## config.mk

```make
export PLATFORM = sky130hd
export DESIGN_NAME = rs485_master_transaction_top
export DESIGN_NICKNAME = d
export VERILOG_FILES = /design/src/rtl/core/rsmt_pkg.sv /design/src/rtl/core/rsmt_dp.sv /design/src/rtl/core/rsmt_ctrl.sv /design/src/rtl/core/rs485_master_transaction_top.sv
export SDC_FILE = /design/constraint.sdc
export NUM_CORES = 1
export LEC_CHECK = 0
export BUFFER_PORTS_ARGS = -buffer_cell sky130_fd_sc_hd__buf_4
export CAP_MARGIN = 20
export CORE_MARGIN = 5
export CORE_UTILIZATION = 55
export DETAILED_ROUTE_END_ITERATION = 10
export MAX_ROUTING_LAYER = met4
export PLACE_DENSITY = 0.75
export SLEW_MARGIN = 15
export SYNTH_ARGS = -nofsm -noshare
export SYNTH_HDL_FRONTEND = slang
export SYNTH_SLANG_ARGS = --single-unit
```

## constraint.sdc

```tcl
create_clock -name clk -period 4.1 [get_ports clk]
set_input_delay 0.41 -clock clk [delete_from_list [all_inputs] [get_ports clk]]
set_output_delay 0.41 -clock clk [all_outputs]
set_load 0.02 [all_outputs]
```

## src/rtl/core/rsmt_pkg.sv

```systemverilog
// Shared types and constants for the RS-485 multidrop master transaction block.
// Holds the item structs, protocol bytes and controller/datapath interface types.
// No dependencies.
`timescale 1ns / 1ps

package rsmt_pkg;

	// Protocol bytes
	localparam logic [7:0] ACK_BYTE  = 8'hcc;
	localparam logic [7:0] CMD_WRITE = 8'h01;
	localparam logic [7:0] CMD_READ  = 8'h02;

	// Default lengths and their legal maxima
	localparam int TX_LEN_DEF = 10;
	localparam int RX_LEN_DEF = 3;
	localparam int TX_LEN_MAX = 10;
	localparam int RX_LEN_MAX = 3;

	// Configuration register indexes and reset values
	localparam logic CFG_TX_PAYLOAD_LO = 1'b0;
	localparam logic CFG_TX_PAYLOAD_HI = 1'b1;
	localparam logic [63:0] TX_PAYLOAD_LO_RST = 64'd506097522914230528;
	localparam logic [15:0] TX_PAYLOAD_HI_RST = 16'd2312;

	// Input request kinds
	localparam logic REQ_START = 1'b0;
	localparam logic REQ_RX    = 1'b1;

	// Result kinds
	localparam logic KIND_BYTE   = 1'b0;
	localparam logic KIND_FINISH = 1'b1;

	typedef struct packed {
		logic       req_type;
		logic [7:0] slave_address;
		logic [7:0] command_code;
		logic [7:0] rx_byte;
	} in_item_t;

	typedef struct packed {
		logic        result_kind;
		logic [7:0]  tx_byte;
		logic        tx_ninth_bit;
		logic        turn_to_receive;
		logic        status_ok;
		logic [23:0] read_data;
		logic        last_of_run;
	} out_item_t;

	// Source of the result loaded into the output register
	typedef enum logic [2:0] {
		SEL_ADDR,
		SEL_CMD,
		SEL_PAYLOAD,
		SEL_SUM,
		SEL_FINISH
	} out_sel_t;

	// Controller to datapath commands
	typedef struct packed {
		logic     load_start;
		logic     clear_sum;
		logic     add_rx;
		logic     add_tx;
		logic     set_status;
		logic     status_val;
		logic     out_load;
		out_sel_t out_sel;
		logic     out_last;
		logic     use_read_data;
	} dp_cmd_t;

	// Datapath to controller status
	typedef struct packed {
		logic addr_match;
		logic cmd_match;
		logic cmd_is_write;
		logic cmd_is_read;
		logic ack_match;
		logic sum_match;
		logic tx_done;
		logic rx_last;
		logic out_free;
	} dp_status_t;

endpackage

```

## src/rtl/core/rsmt_dp.sv

```systemverilog
// Datapath of the RS-485 master transaction: payload registers, running sum,
// byte counter, read buffer, sticky status and the output register.
// Depends on rsmt_pkg.
`timescale 1ns / 1ps

module rsmt_dp #(
	parameter int TX_LEN = rsmt_pkg::TX_LEN_DEF,
	parameter int RX_LEN = rsmt_pkg::RX_LEN_DEF
) (
	input  logic                 clk,
	input  logic                 arst_n,
	input  logic                 cfg_we,
	input  logic                 cfg_index,
	input  logic [63:0]          cfg_data,
	input  rsmt_pkg::in_item_t   in_data,
	input  rsmt_pkg::dp_cmd_t    cmd,
	output rsmt_pkg::dp_status_t status,
	input  logic                 out_stall,
	output logic                 out_valid,
	output rsmt_pkg::out_item_t  out_data
);

	logic [63:0] payload_lo_q;
	logic [15:0] payload_hi_q;
	logic [7:0]  addr_q;
	logic [7:0]  command_q;
	logic [7:0]  sum_q;
	logic [3:0]  idx_q;
	logic [7:0]  rbuf_q [3];
	logic        status_q;
	logic        out_valid_q;
	rsmt_pkg::out_item_t out_q;

	logic [7:0]  pay_bytes [rsmt_pkg::TX_LEN_MAX];
	logic [7:0]  pay_byte;
	logic        status_next;
	logic [23:0] rdata;
	rsmt_pkg::out_item_t out_next;

	// Split the payload registers into bytes
	always_comb begin
		for (int k = 0; k < 8; k++) begin
			pay_bytes[k] = payload_lo_q[8*k +: 8];
		end
		pay_bytes[8] = payload_hi_q[7:0];
		pay_bytes[9] = payload_hi_q[15:8];
	end

	assign pay_byte = (idx_q < 4'(rsmt_pkg::TX_LEN_MAX)) ? pay_bytes[idx_q] : 8'h00;

	// Gather read bytes, positions beyond the read length stay zero
	always_comb begin
		for (int k = 0; k < rsmt_pkg::RX_LEN_MAX; k++) begin
			rdata[8*k +: 8] = (k < RX_LEN) ? rbuf_q[k] : 8'h00;
		end
	end

	assign status_next = cmd.set_status ? cmd.status_val : status_q;

	// Status flags for the controller
	always_comb begin
		status.addr_match   = (in_data.rx_byte == addr_q);
		status.cmd_match    = (in_data.rx_byte == command_q);
		status.cmd_is_write = (command_q == rsmt_pkg::CMD_WRITE);
		status.cmd_is_read  = (command_q == rsmt_pkg::CMD_READ);
		status.ack_match    = (in_data.rx_byte == rsmt_pkg::ACK_BYTE);
		status.sum_match    = (in_data.rx_byte == sum_q);
		status.tx_done      = (idx_q == 4'(TX_LEN));
		status.rx_last      = (idx_q == 4'(RX_LEN - 1));
		status.out_free     = !out_valid_q || !out_stall;
	end

	// Build the next result
	always_comb begin
		out_next = '0;
		out_next.last_of_run = cmd.out_last;
		case (cmd.out_sel)
			rsmt_pkg::SEL_ADDR: begin
				out_next.result_kind     = rsmt_pkg::KIND_BYTE;
				out_next.tx_byte         = in_data.slave_address;
				out_next.tx_ninth_bit    = 1'b1;
				out_next.turn_to_receive = 1'b1;
			end
			rsmt_pkg::SEL_CMD: begin
				out_next.result_kind     = rsmt_pkg::KIND_BYTE;
				out_next.tx_byte         = command_q;
				out_next.turn_to_receive = 1'b1;
			end
			rsmt_pkg::SEL_PAYLOAD: begin
				out_next.result_kind = rsmt_pkg::KIND_BYTE;
				out_next.tx_byte     = pay_byte;
			end
			rsmt_pkg::SEL_SUM: begin
				out_next.result_kind     = rsmt_pkg::KIND_BYTE;
				out_next.tx_byte         = sum_q;
				out_next.turn_to_receive = 1'b1;
			end
			rsmt_pkg::SEL_FINISH: begin
				out_next.result_kind = rsmt_pkg::KIND_FINISH;
				out_next.status_ok   = status_next;
				out_next.read_data   = cmd.use_read_data ? rdata : 24'h000000;
			end
			default: begin
				out_next = '0;
			end
		endcase
	end

	// Control registers: configuration, counters, status, output valid
	always_ff @(posedge clk or negedge arst_n) begin
		if (!arst_n) begin
			payload_lo_q <= rsmt_pkg::TX_PAYLOAD_LO_RST;
			payload_hi_q <= rsmt_pkg::TX_PAYLOAD_HI_RST;
			addr_q       <= '0;
			command_q    <= '0;
			sum_q        <= '0;
			idx_q        <= '0;
			status_q     <= 1'b1;
			out_valid_q  <= 1'b0;
		end else begin
			// Take configuration writes
			if (cfg_we) begin
				case (cfg_index)
					rsmt_pkg::CFG_TX_PAYLOAD_LO: payload_lo_q <= cfg_data;
					rsmt_pkg::CFG_TX_PAYLOAD_HI: payload_hi_q <= cfg_data[15:0];
					default: begin
					end
				endcase
			end
			// Capture the transaction target
			if (cmd.load_start) begin
				addr_q    <= in_data.slave_address;
				command_q <= in_data.command_code;
			end
			// Advance sum and byte counter
			if (cmd.clear_sum) begin
				sum_q <= '0;
				idx_q <= '0;
			end else if (cmd.add_rx) begin
				sum_q <= sum_q + in_data.rx_byte;
				idx_q <= idx_q + 4'd1;
			end else if (cmd.add_tx) begin
				sum_q <= sum_q + pay_byte;
				idx_q <= idx_q + 4'd1;
			end
			status_q <= status_next;
			// Hold or drain the output register
			if (cmd.out_load) begin
				out_valid_q <= 1'b1;
			end else if (!out_stall) begin
				out_valid_q <= 1'b0;
			end
		end
	end

	// Payload registers: read buffer and output item
	always_ff @(posedge clk) begin
		if (cmd.add_rx) begin
			rbuf_q[idx_q[1:0]] <= in_data.rx_byte;
		end
		if (cmd.out_load) begin
			out_q <= out_next;
		end
	end

	assign out_valid = out_valid_q;
	assign out_data  = out_q;

endmodule

```

## src/rtl/core/rsmt_ctrl.sv

```systemverilog
// Controller of the RS-485 master transaction: protocol phase machine that
// drives the datapath commands and the input stall. Depends on rsmt_pkg.
`timescale 1ns / 1ps

module rsmt_ctrl (
	input  logic                 clk,
	input  logic                 arst_n,
	input  logic                 in_valid,
	input  logic                 req_type,
	output logic                 in_stall,
	input  rsmt_pkg::dp_status_t status,
	output rsmt_pkg::dp_cmd_t    cmd
);

	typedef enum logic [2:0] {
		ST_IDLE,
		ST_ADDR_ECHO,
		ST_CMD_ECHO,
		ST_SEND,
		ST_ACK,
		ST_READ_DATA,
		ST_READ_SUM
	} state_t;

	state_t state_q;
	state_t state_next;
	logic   accept;
	logic   rx_item;

	assign in_stall = (state_q == ST_SEND) || !status.out_free;
	assign accept   = in_valid && !in_stall;
	assign rx_item  = accept && (req_type == rsmt_pkg::REQ_RX);

	// Decode the phase and the accepted item into datapath commands
	always_comb begin
		cmd        = '0;
		cmd.out_sel = rsmt_pkg::SEL_FINISH;
		state_next = state_q;
		case (state_q)
			ST_IDLE: begin
				if (accept && (req_type == rsmt_pkg::REQ_START)) begin
					cmd.load_start = 1'b1;
					cmd.out_load   = 1'b1;
					cmd.out_sel    = rsmt_pkg::SEL_ADDR;
					cmd.out_last   = 1'b1;
					state_next     = ST_ADDR_ECHO;
				end
			end
			ST_ADDR_ECHO: begin
				if (rx_item) begin
					cmd.out_load = 1'b1;
					cmd.out_last = 1'b1;
					if (!status.addr_match) begin
						cmd.set_status = 1'b1;
						cmd.status_val = 1'b0;
						state_next     = ST_IDLE;
					end else if (status.cmd_is_write || status.cmd_is_read) begin
						cmd.out_sel = rsmt_pkg::SEL_CMD;
						state_next  = ST_CMD_ECHO;
					end else begin
						state_next = ST_IDLE;
					end
				end
			end
			ST_CMD_ECHO: begin
				if (rx_item) begin
					if (!status.cmd_match) begin
						cmd.set_status = 1'b1;
						cmd.status_val = 1'b0;
						cmd.out_load   = 1'b1;
						cmd.out_last   = 1'b1;
						state_next     = ST_IDLE;
					end else begin
						cmd.clear_sum = 1'b1;
						state_next    = status.cmd_is_write ? ST_SEND : ST_READ_DATA;
					end
				end
			end
			ST_SEND: begin
				// Emit one payload byte per free output slot, checksum last
				if (status.out_free) begin
					cmd.out_load = 1'b1;
					if (status.tx_done) begin
						cmd.out_sel  = rsmt_pkg::SEL_SUM;
						cmd.out_last = 1'b1;
						state_next   = ST_ACK;
					end else begin
						cmd.out_sel = rsmt_pkg::SEL_PAYLOAD;
						cmd.add_tx  = 1'b1;
					end
				end
			end
			ST_ACK: begin
				if (rx_item) begin
					cmd.set_status = 1'b1;
					cmd.status_val = status.ack_match;
					cmd.out_load   = 1'b1;
					cmd.out_last   = 1'b1;
					state_next     = ST_IDLE;
				end
			end
			ST_READ_DATA: begin
				if (rx_item) begin
					cmd.add_rx = 1'b1;
					if (status.rx_last) begin
						state_next = ST_READ_SUM;
					end
				end
			end
			ST_READ_SUM: begin
				if (rx_item) begin
					cmd.set_status    = 1'b1;
					cmd.status_val    = status.sum_match;
					cmd.out_load      = 1'b1;
					cmd.out_last      = 1'b1;
					cmd.use_read_data = 1'b1;
					state_next        = ST_IDLE;
				end
			end
			default: begin
				state_next = ST_IDLE;
			end
		endcase
	end

	// Hold the phase
	always_ff @(posedge clk or negedge arst_n) begin
		if (!arst_n) begin
			state_q <= ST_IDLE;
		end else begin
			state_q <= state_next;
		end
	end

endmodule

```

## src/rtl/core/rs485_master_transaction_top.sv

```systemverilog
// Timing: a result is offered the cycle after its item is accepted; a write command echo
// leads to the send phase, which loads the TX_LEN payload bytes, then the checksum, into
// the output register. Throughput: one item per cycle while input is not stalled; payload
// and checksum bytes leave one per cycle unless the output is stalled, and input stalls
// until the checksum is loaded. A full output register that is stalled holds off new items.
// Reset: phase idle, counters, sum zero, status good, payload at defaults. Uses rsmt_pkg.
`timescale 1ns / 1ps

module rs485_master_transaction_top #(
	parameter int TX_LEN = rsmt_pkg::TX_LEN_DEF,
	parameter int RX_LEN = rsmt_pkg::RX_LEN_DEF
) (
	input  logic                clk,
	input  logic                arst_n,
	input  logic                cfg_we,
	input  logic                cfg_index,
	input  logic [63:0]         cfg_data,
	input  logic                in_valid,
	output logic                in_stall,
	input  rsmt_pkg::in_item_t  in_data,
	output logic                out_valid,
	input  logic                out_stall,
	output rsmt_pkg::out_item_t out_data
);

	rsmt_pkg::dp_cmd_t    cmd;
	rsmt_pkg::dp_status_t status;

	// Phase controller
	rsmt_ctrl u_ctrl (
		.clk      (clk),
		.arst_n   (arst_n),
		.in_valid (in_valid),
		.req_type (in_data.req_type),
		.in_stall (in_stall),
		.status   (status),
		.cmd      (cmd)
	);

	// Datapath and output register
	rsmt_dp #(
		.TX_LEN (TX_LEN),
		.RX_LEN (RX_LEN)
	) u_dp (
		.clk       (clk),
		.arst_n    (arst_n),
		.cfg_we    (cfg_we),
		.cfg_index (cfg_index),
		.cfg_data  (cfg_data),
		.in_data   (in_data),
		.cmd       (cmd),
		.status    (status),
		.out_stall (out_stall),
		.out_valid (out_valid),
		.out_data  (out_data)
	);

endmodule

```

Yosys cells after proc, flatten, opt, wreduce, memory -nomap -nowiden. Memory sizes are Yosys's and may differ from the RTL's. A register that Yosys moved wholly into a read port is not among the register bits. Index checks and enable logic that the tools add are counted.

Register bits after elaboration: 126. Bits in writable memories: 24. Input port bits: 95. Output and inout bits: 39. Logic and storage cells: 136. Memories: 1.

$add $sub $neg: 3. $lt $le $gt $ge: 2. Eq/ne operators: 27. Multiplexer cells: 62. Bitwise logic cells: 3. Reduce and logical (&&, ||, !) cells: 23.

Memories: u_dp.rbuf_q (words 3, width 8, rd ports 3, clocked after memory_dff 3, wr ports 1, RTL line rsmt_dp.sv:29) `logic [7:0] rbuf_q [3];`.

Operators by type and width (number): 3-bit 2-to-1 mux (16); 8-bit 2-to-1 mux (6); 8-bit binary-select mux with 4-bit select (1); 8-bit one-hot mux with 4 select lines (1); 8-bit equality test (3); 1-bit 2-to-1 mux (23); 3-bit one-hot mux with 6 select lines (1); 8-bit adder (2); 2-bit by 1-bit != test with 1-bit output (second input constant) (7); 3-bit by 2-bit equality test with 1-bit output (second input constant) (4); 3-bit equality test (second input constant) (4); 4-bit 2-to-1 mux (3); 1-bit one-hot mux with 6 select lines (2); 5-bit 2-to-1 mux (2); 3-bit one-hot mux with 3 select lines (1); 8-bit by 1-bit equality test with 1-bit output (second input constant) (1); 8-bit by 2-bit equality test with 1-bit output (second input constant) (1); 8-bit equality test (second input constant) (1); 2-bit 2-to-1 mux (4); 2-bit one-hot mux with 4 select lines (1); 8-bit AND reduction (1); 1-bit logical NOT (7); 7-bit 2-to-1 mux (1); 3-bit by 1-bit equality test with 1-bit output (second input constant) (2); other kinds (16) (25).

Depth between registers and ports, before layout.
Depth in word-level cells: 12. Mapped depth: 17. Depth with buffers taken out: 15.

By module. A second synthesis with hierarchy kept.

Cells, all modules: 637. Area, all modules: 8448.1 sq um.

By module, submodules not included: rsmt_dp (instances 1, cells an instance 564, area an instance 7907.6 sq um, sequential area each 4604.4 sq um); rsmt_ctrl (instances 1, cells an instance 73, area an instance 540.5 sq um, sequential area each 75.1 sq um).

Least setup slack after synthesis. No wires, ideal clock.

Kind: register -> register. Start point: register u_dp.idx_q[0]. End point: register u_dp.sum_q[6]. Data arrival time: 3.019 ns. Path slack: 0.981 ns. Cell stages (with the launch flop): 16. Buffers on the path: 2. Clock period less this slack: 3.119 ns. Cell sequence: dfrtp_1 buf_6 buf_4 mux4_2 nand3_1 o21ai_0 mux2_2 ha_1 inv_1 fa_1 nor2b_1 o21ai_0 a21boi_0 o21a_1 o21a_1 o32ai_1.

Word-level cells in the longest chain between the ends: 9. Elaborated cells on any way between the ends: 15. Those cells by class: add/sub: 1; order compare: 1; eq/ne: 1; mux: 10; bitwise: 1; reduce/logical: 1.

RTL lines: start, declared (RTL line rsmt_dp.sv:28) `logic [3:0] idx_q;`; start signal, assigned (RTL line rsmt_dp.sv:141) `idx_q <= idx_q + 4'd1;`; start signal, assigned (RTL line rsmt_dp.sv:144) `idx_q <= idx_q + 4'd1;`; 4-bit inverter with 5-bit output (implied by the code) (RTL line rsmt_dp.sv:49) `assign pay_byte = (idx_q < 4'(rsmt_pkg::TX_LEN_MAX)) ? pay_bytes[idx_q] : 8'h00;`; 8-bit binary-select mux with 4-bit select (RTL line rsmt_dp.sv:49); 8-bit 2-to-1 mux (implied by the code) (2 in series) (RTL line rsmt_dp.sv:49); 8-bit 2-to-1 mux (RTL line rsmt_dp.sv:49); 8-bit adder (RTL line rsmt_dp.sv:143) `sum_q <= sum_q + pay_byte;`; 8-bit 2-to-1 mux (RTL line rsmt_dp.sv:142) `end else if (cmd.add_tx) begin`; 8-bit 2-to-1 mux (RTL line rsmt_dp.sv:139) `end else if (cmd.add_rx) begin`; 8-bit 2-to-1 mux (RTL line rsmt_dp.sv:136) `if (cmd.clear_sum) begin`; end signal, assigned (RTL line rsmt_dp.sv:140) `sum_q <= sum_q + in_data.rx_byte;`; end signal, assigned (RTL line rsmt_dp.sv:143); end, declared (RTL line rsmt_dp.sv:27) `logic [7:0] sum_q;`.

Parallel ways exist; a longest one is shown, timed or not. The select of a mux whose other input is x is not followed. A chain may end at the register's enable or synchronous reset.

Worst setup path in the final report.
Start point: register u_dp.idx_q[0]. End point: register u_dp.sum_q[7].

Same word-level chain as after synthesis.

==> results_dict.tcl <==
set metrics [dict create \
    postCtsHoldBufs 0 \
    root_buffer "clkbuf_16" \
    grt_remaining_overflow 0 \
    dp_cells 920 \
    cts_tree "yes" \
    rsz0062_at_grt "no" \
    antenna_cells 0 \
    final_cell_mix "buf_4 (146), dfrtp_1 (96), mux2_2 (89)" \
    seq_area_sq_um 4680 \
    final_max_slew_viol_count 0 \
    power.share.switching_pct 34.6 \
    r2r_cells 11 \
    hpwl_um 14200 \
    path_cells "mux4_1 > a21oi_1 > o21ai_0 > mux2_2 > ha_1 > a21oi_1 > nor2b_1 > o31a_1 > o41ai_1 > xnor2_1 > mux2i_1" \
    fp.dieW_um 132 \
    p_switching_mw 2.29 \
    synth.top_cells.by_area "dfrtp_1 (30%), edfxtp_1 (22%), mux2_2 (12%), dfstp_2 (5.1%), and2_1 (2.8%)" \
    grt_antenna_before_repair 0 \
    period_share_pct 86.8 \
    critPathKind "flop to flop" \
    p_int_mw 4.33 \
    synth_top_area_share_pct 29.7 \
    ys_ff_latch 174 \
    total_power_mw 6.62 \
    placed_area_sq_um 9360 \
    grt_pass1_vias 5911 \
    slew-limit-headroom_pct 34.5 \
    critPathMaxFanout 18 \
    synth_edf_count 61 \
    maxCapViolations 0 \
    num_rows 44 \
    fin_util_pct 68.6 \
    final_common_cell "buf_4" \
    crit_arrival_ns 3.84 \
    async_reset_ff_share_pct 64.9 \
    post-cts-setup-buffers 0 \
    avgViaCountPerCell 5.77 \
    drt_iter0_drc 445 \
    p_leak_nw 4.26 \
    wl_um 19100 \
    status "completed" \
    pin_count 134 \
    syn_nets 728 \
    worst_ir_drop_vdd_v 0.000324 \
    routedWlPerCell_um 20.1 \
    ys.flop_type "dfrtp_1" \
    syn_to_final_growth_pct 22.0 \
    worstMarginPinSlew_ns 0.983 \
    end_kind "flop" \
    crit_path_frequent_cell "a21oi_1" \
    hold_violations 0 \
    dieArea_sq_um 17400 \
    vias 5494 \
    cts_sinks 174 \
    setup_slack_ns 0.542 \
    multi_input_area_sq_um 3320 \
    place.gp.congestion 0.913 \
    layout-drive-gt1-share_pct 39.5 \
    holdWs_ns 0.137 \
    ys_seq_area_share_pct 57.3 \
    stdcell_count 952 \
    final_nets 862 \
    clkSlewWorstSetupHoldPaths_ns 0.07 \
    tns_ns 0 \
    coreArea_sq_um 14500 \
    yosys.area.top_type "dfrtp_1" \
    ant_nets 0 \
    hp-class "primary input to async pin" \
    finalSetupViolCount 0 \
    power_frac_seq_pct 39.6 \
    grt_start_max_net_pins 78 \
    start_kind "flop" \
    netlist_area_sq_um 8170 \
    ys.warnings.count 0 \
    final_area_sq_um 9970 \
    syn_inst 621 \
    crit_required_ns 4.38 \
    cp_slowest_cell "dfrtp_2" \
    critPathMaxStageDelay_ns 0.67 \
    clkLatencyLatePin_ns 0.42 \
    combPwrFrac_pct 35.2 \
    track_usage_pct 23.2 \
    max_freq_mhz 281 \
    clock_power_share_pct 25.2 \
    finalCriticalPeriod_ns 3.56 \
    die_h_um 132 \
    syn_area_per_cell_sq_um 13.2 \
    fillCellCount 1064 \
    cts_buffers 17 \
    grt_first_pass_wirelength_um 31300 \
    post-route-drc-count 0 \
    first_pass_iters 5 \
    synth_cell_types 59 \
    h-tree-depth 4 \
    post-place-ws_ns 0.558 \
    power_density_nw_per_um2 664 \
    postCtsResizedCells 0 \
    port-buffer-count 133 \
    clk_path_buf_depth 2 \
    worst_clock_skew_ns 0.00705 \
    start_util_pct 56.2 \
]
==> final timing paths <==
path / from / endpoint / slack (ns)
worst min register to register: u_dp.addr_q[3]$_DFFE_PN0P_ / u_dp.addr_q[3]$_DFFE_PN0P_ / 0.50
max in group asynchronous: arst_n / u_dp.payload_lo_q[49]$_DFFE_PN1P_ / 3.03
worst min-delay path: arst_n / u_dp.payload_lo_q[10]$_DFFE_PN0P_ / 0.14
worst max-delay path: u_dp.idx_q[0]$_DFFE_PN0P_ / u_dp.sum_q[7]$_DFFE_PN0P_ / 0.54
min in group clk: in_data[15] / u_dp.command_q[7]$_DFFE_PN0P_ / 0.18
worst max register to register: u_dp.idx_q[0]$_DFFE_PN0P_ / u_dp.sum_q[7]$_DFFE_PN0P_ / 0.54
==> synth_stat cells (6+ instances only) <==
library cell,instances
buf_2,6
a221o_1,7
dfstp_2,16
nand2_1,60
mux2_2,89
nor2b_1,8
xnor2_1,10
inv_1,9
mux4_1,6
edfxtp_1,61
xor2_1,20
a21oi_1,13
and2_1,36
nand4_1,6
dfrtp_1,97
clkbuf_1,20
mux4_2,10
ha_1,11
nand3_1,12
nor2_1,27
o21ai_0,16
mux2i_1,9
nor3_1,9
==> kinds of logic (layout without fill, tap and decap cells) <==
| kind of cell | Yosys count | after routing | synth area share [%] |
|---|---|---|---|
| fa+ha+maj | 12 | 12 | 1.93 |
| compound gates | 71 | 71 | 6.19 |
| mux | 114 | 114 | 18.1 |
| flops | 174 | 174 | 57.3 |
| buf+inv | 40 | 187 | 2.22 |
| xor+xnor | 30 | 30 | 3.22 |
| simple gates | 180 | 180 | 11.1 |
==> metal layers <==
metal  global-route usage (%)  vias up  part of all wire (%)
met5                        -        -                     0
met4                     10.7        0                   3.5
met3                     4.50       49                   5.7
met2                     36.9      220                    50
met1                     29.0     2706                    41
li1                         -     2519                     -
==> state kept, by name, indices dropped and copies added (netlist names), 4 cells and up <==
name / cells
u_dp.addr_q: 8
u_dp.command_q: 8
u_dp.idx_q: 4
u_dp.out_data: 37
u_dp.payload_hi_q: 16
u_dp.payload_lo_q: 64
u_dp.rbuf_q: 24
u_dp.sum_q: 8
==> worst max-delay path, delay by kind of cell, from the launching register on <==
kind,cells,cell delay [ns]
mux,3,1.03
simple gates,1,0.08
compound gates,5,1.17
fa+ha+maj,1,0.29
xor+xnor,1,0.17
flops,1,0.67
==> cell type report <==
cell class                      instances  share of cell area [%]
Inverter                                9                   0.339
Tap cell                              184                    2.31
Sequential cell                       174                    47.0
Clock buffer                           17                    4.27
Multi-Input combinational cell        407                    33.3
Timing Repair Buffer                  146                    11.0
Clock inverter                         15                    1.82
==> power groups by stage <==
stage          clock network, mW  registers, mW  logic [mW]
4_1_cts                     1.69           2.62        2.34
3_5_place_dp                   0           2.65        2.33
5_1_grt                     1.76           2.68        2.54
2_1_floorplan                  0           2.69        1.49
6_report                    1.67           2.62        2.33
3_3_place_gp                   0           2.64        2.27
Power figures use the tool's default switching activity.
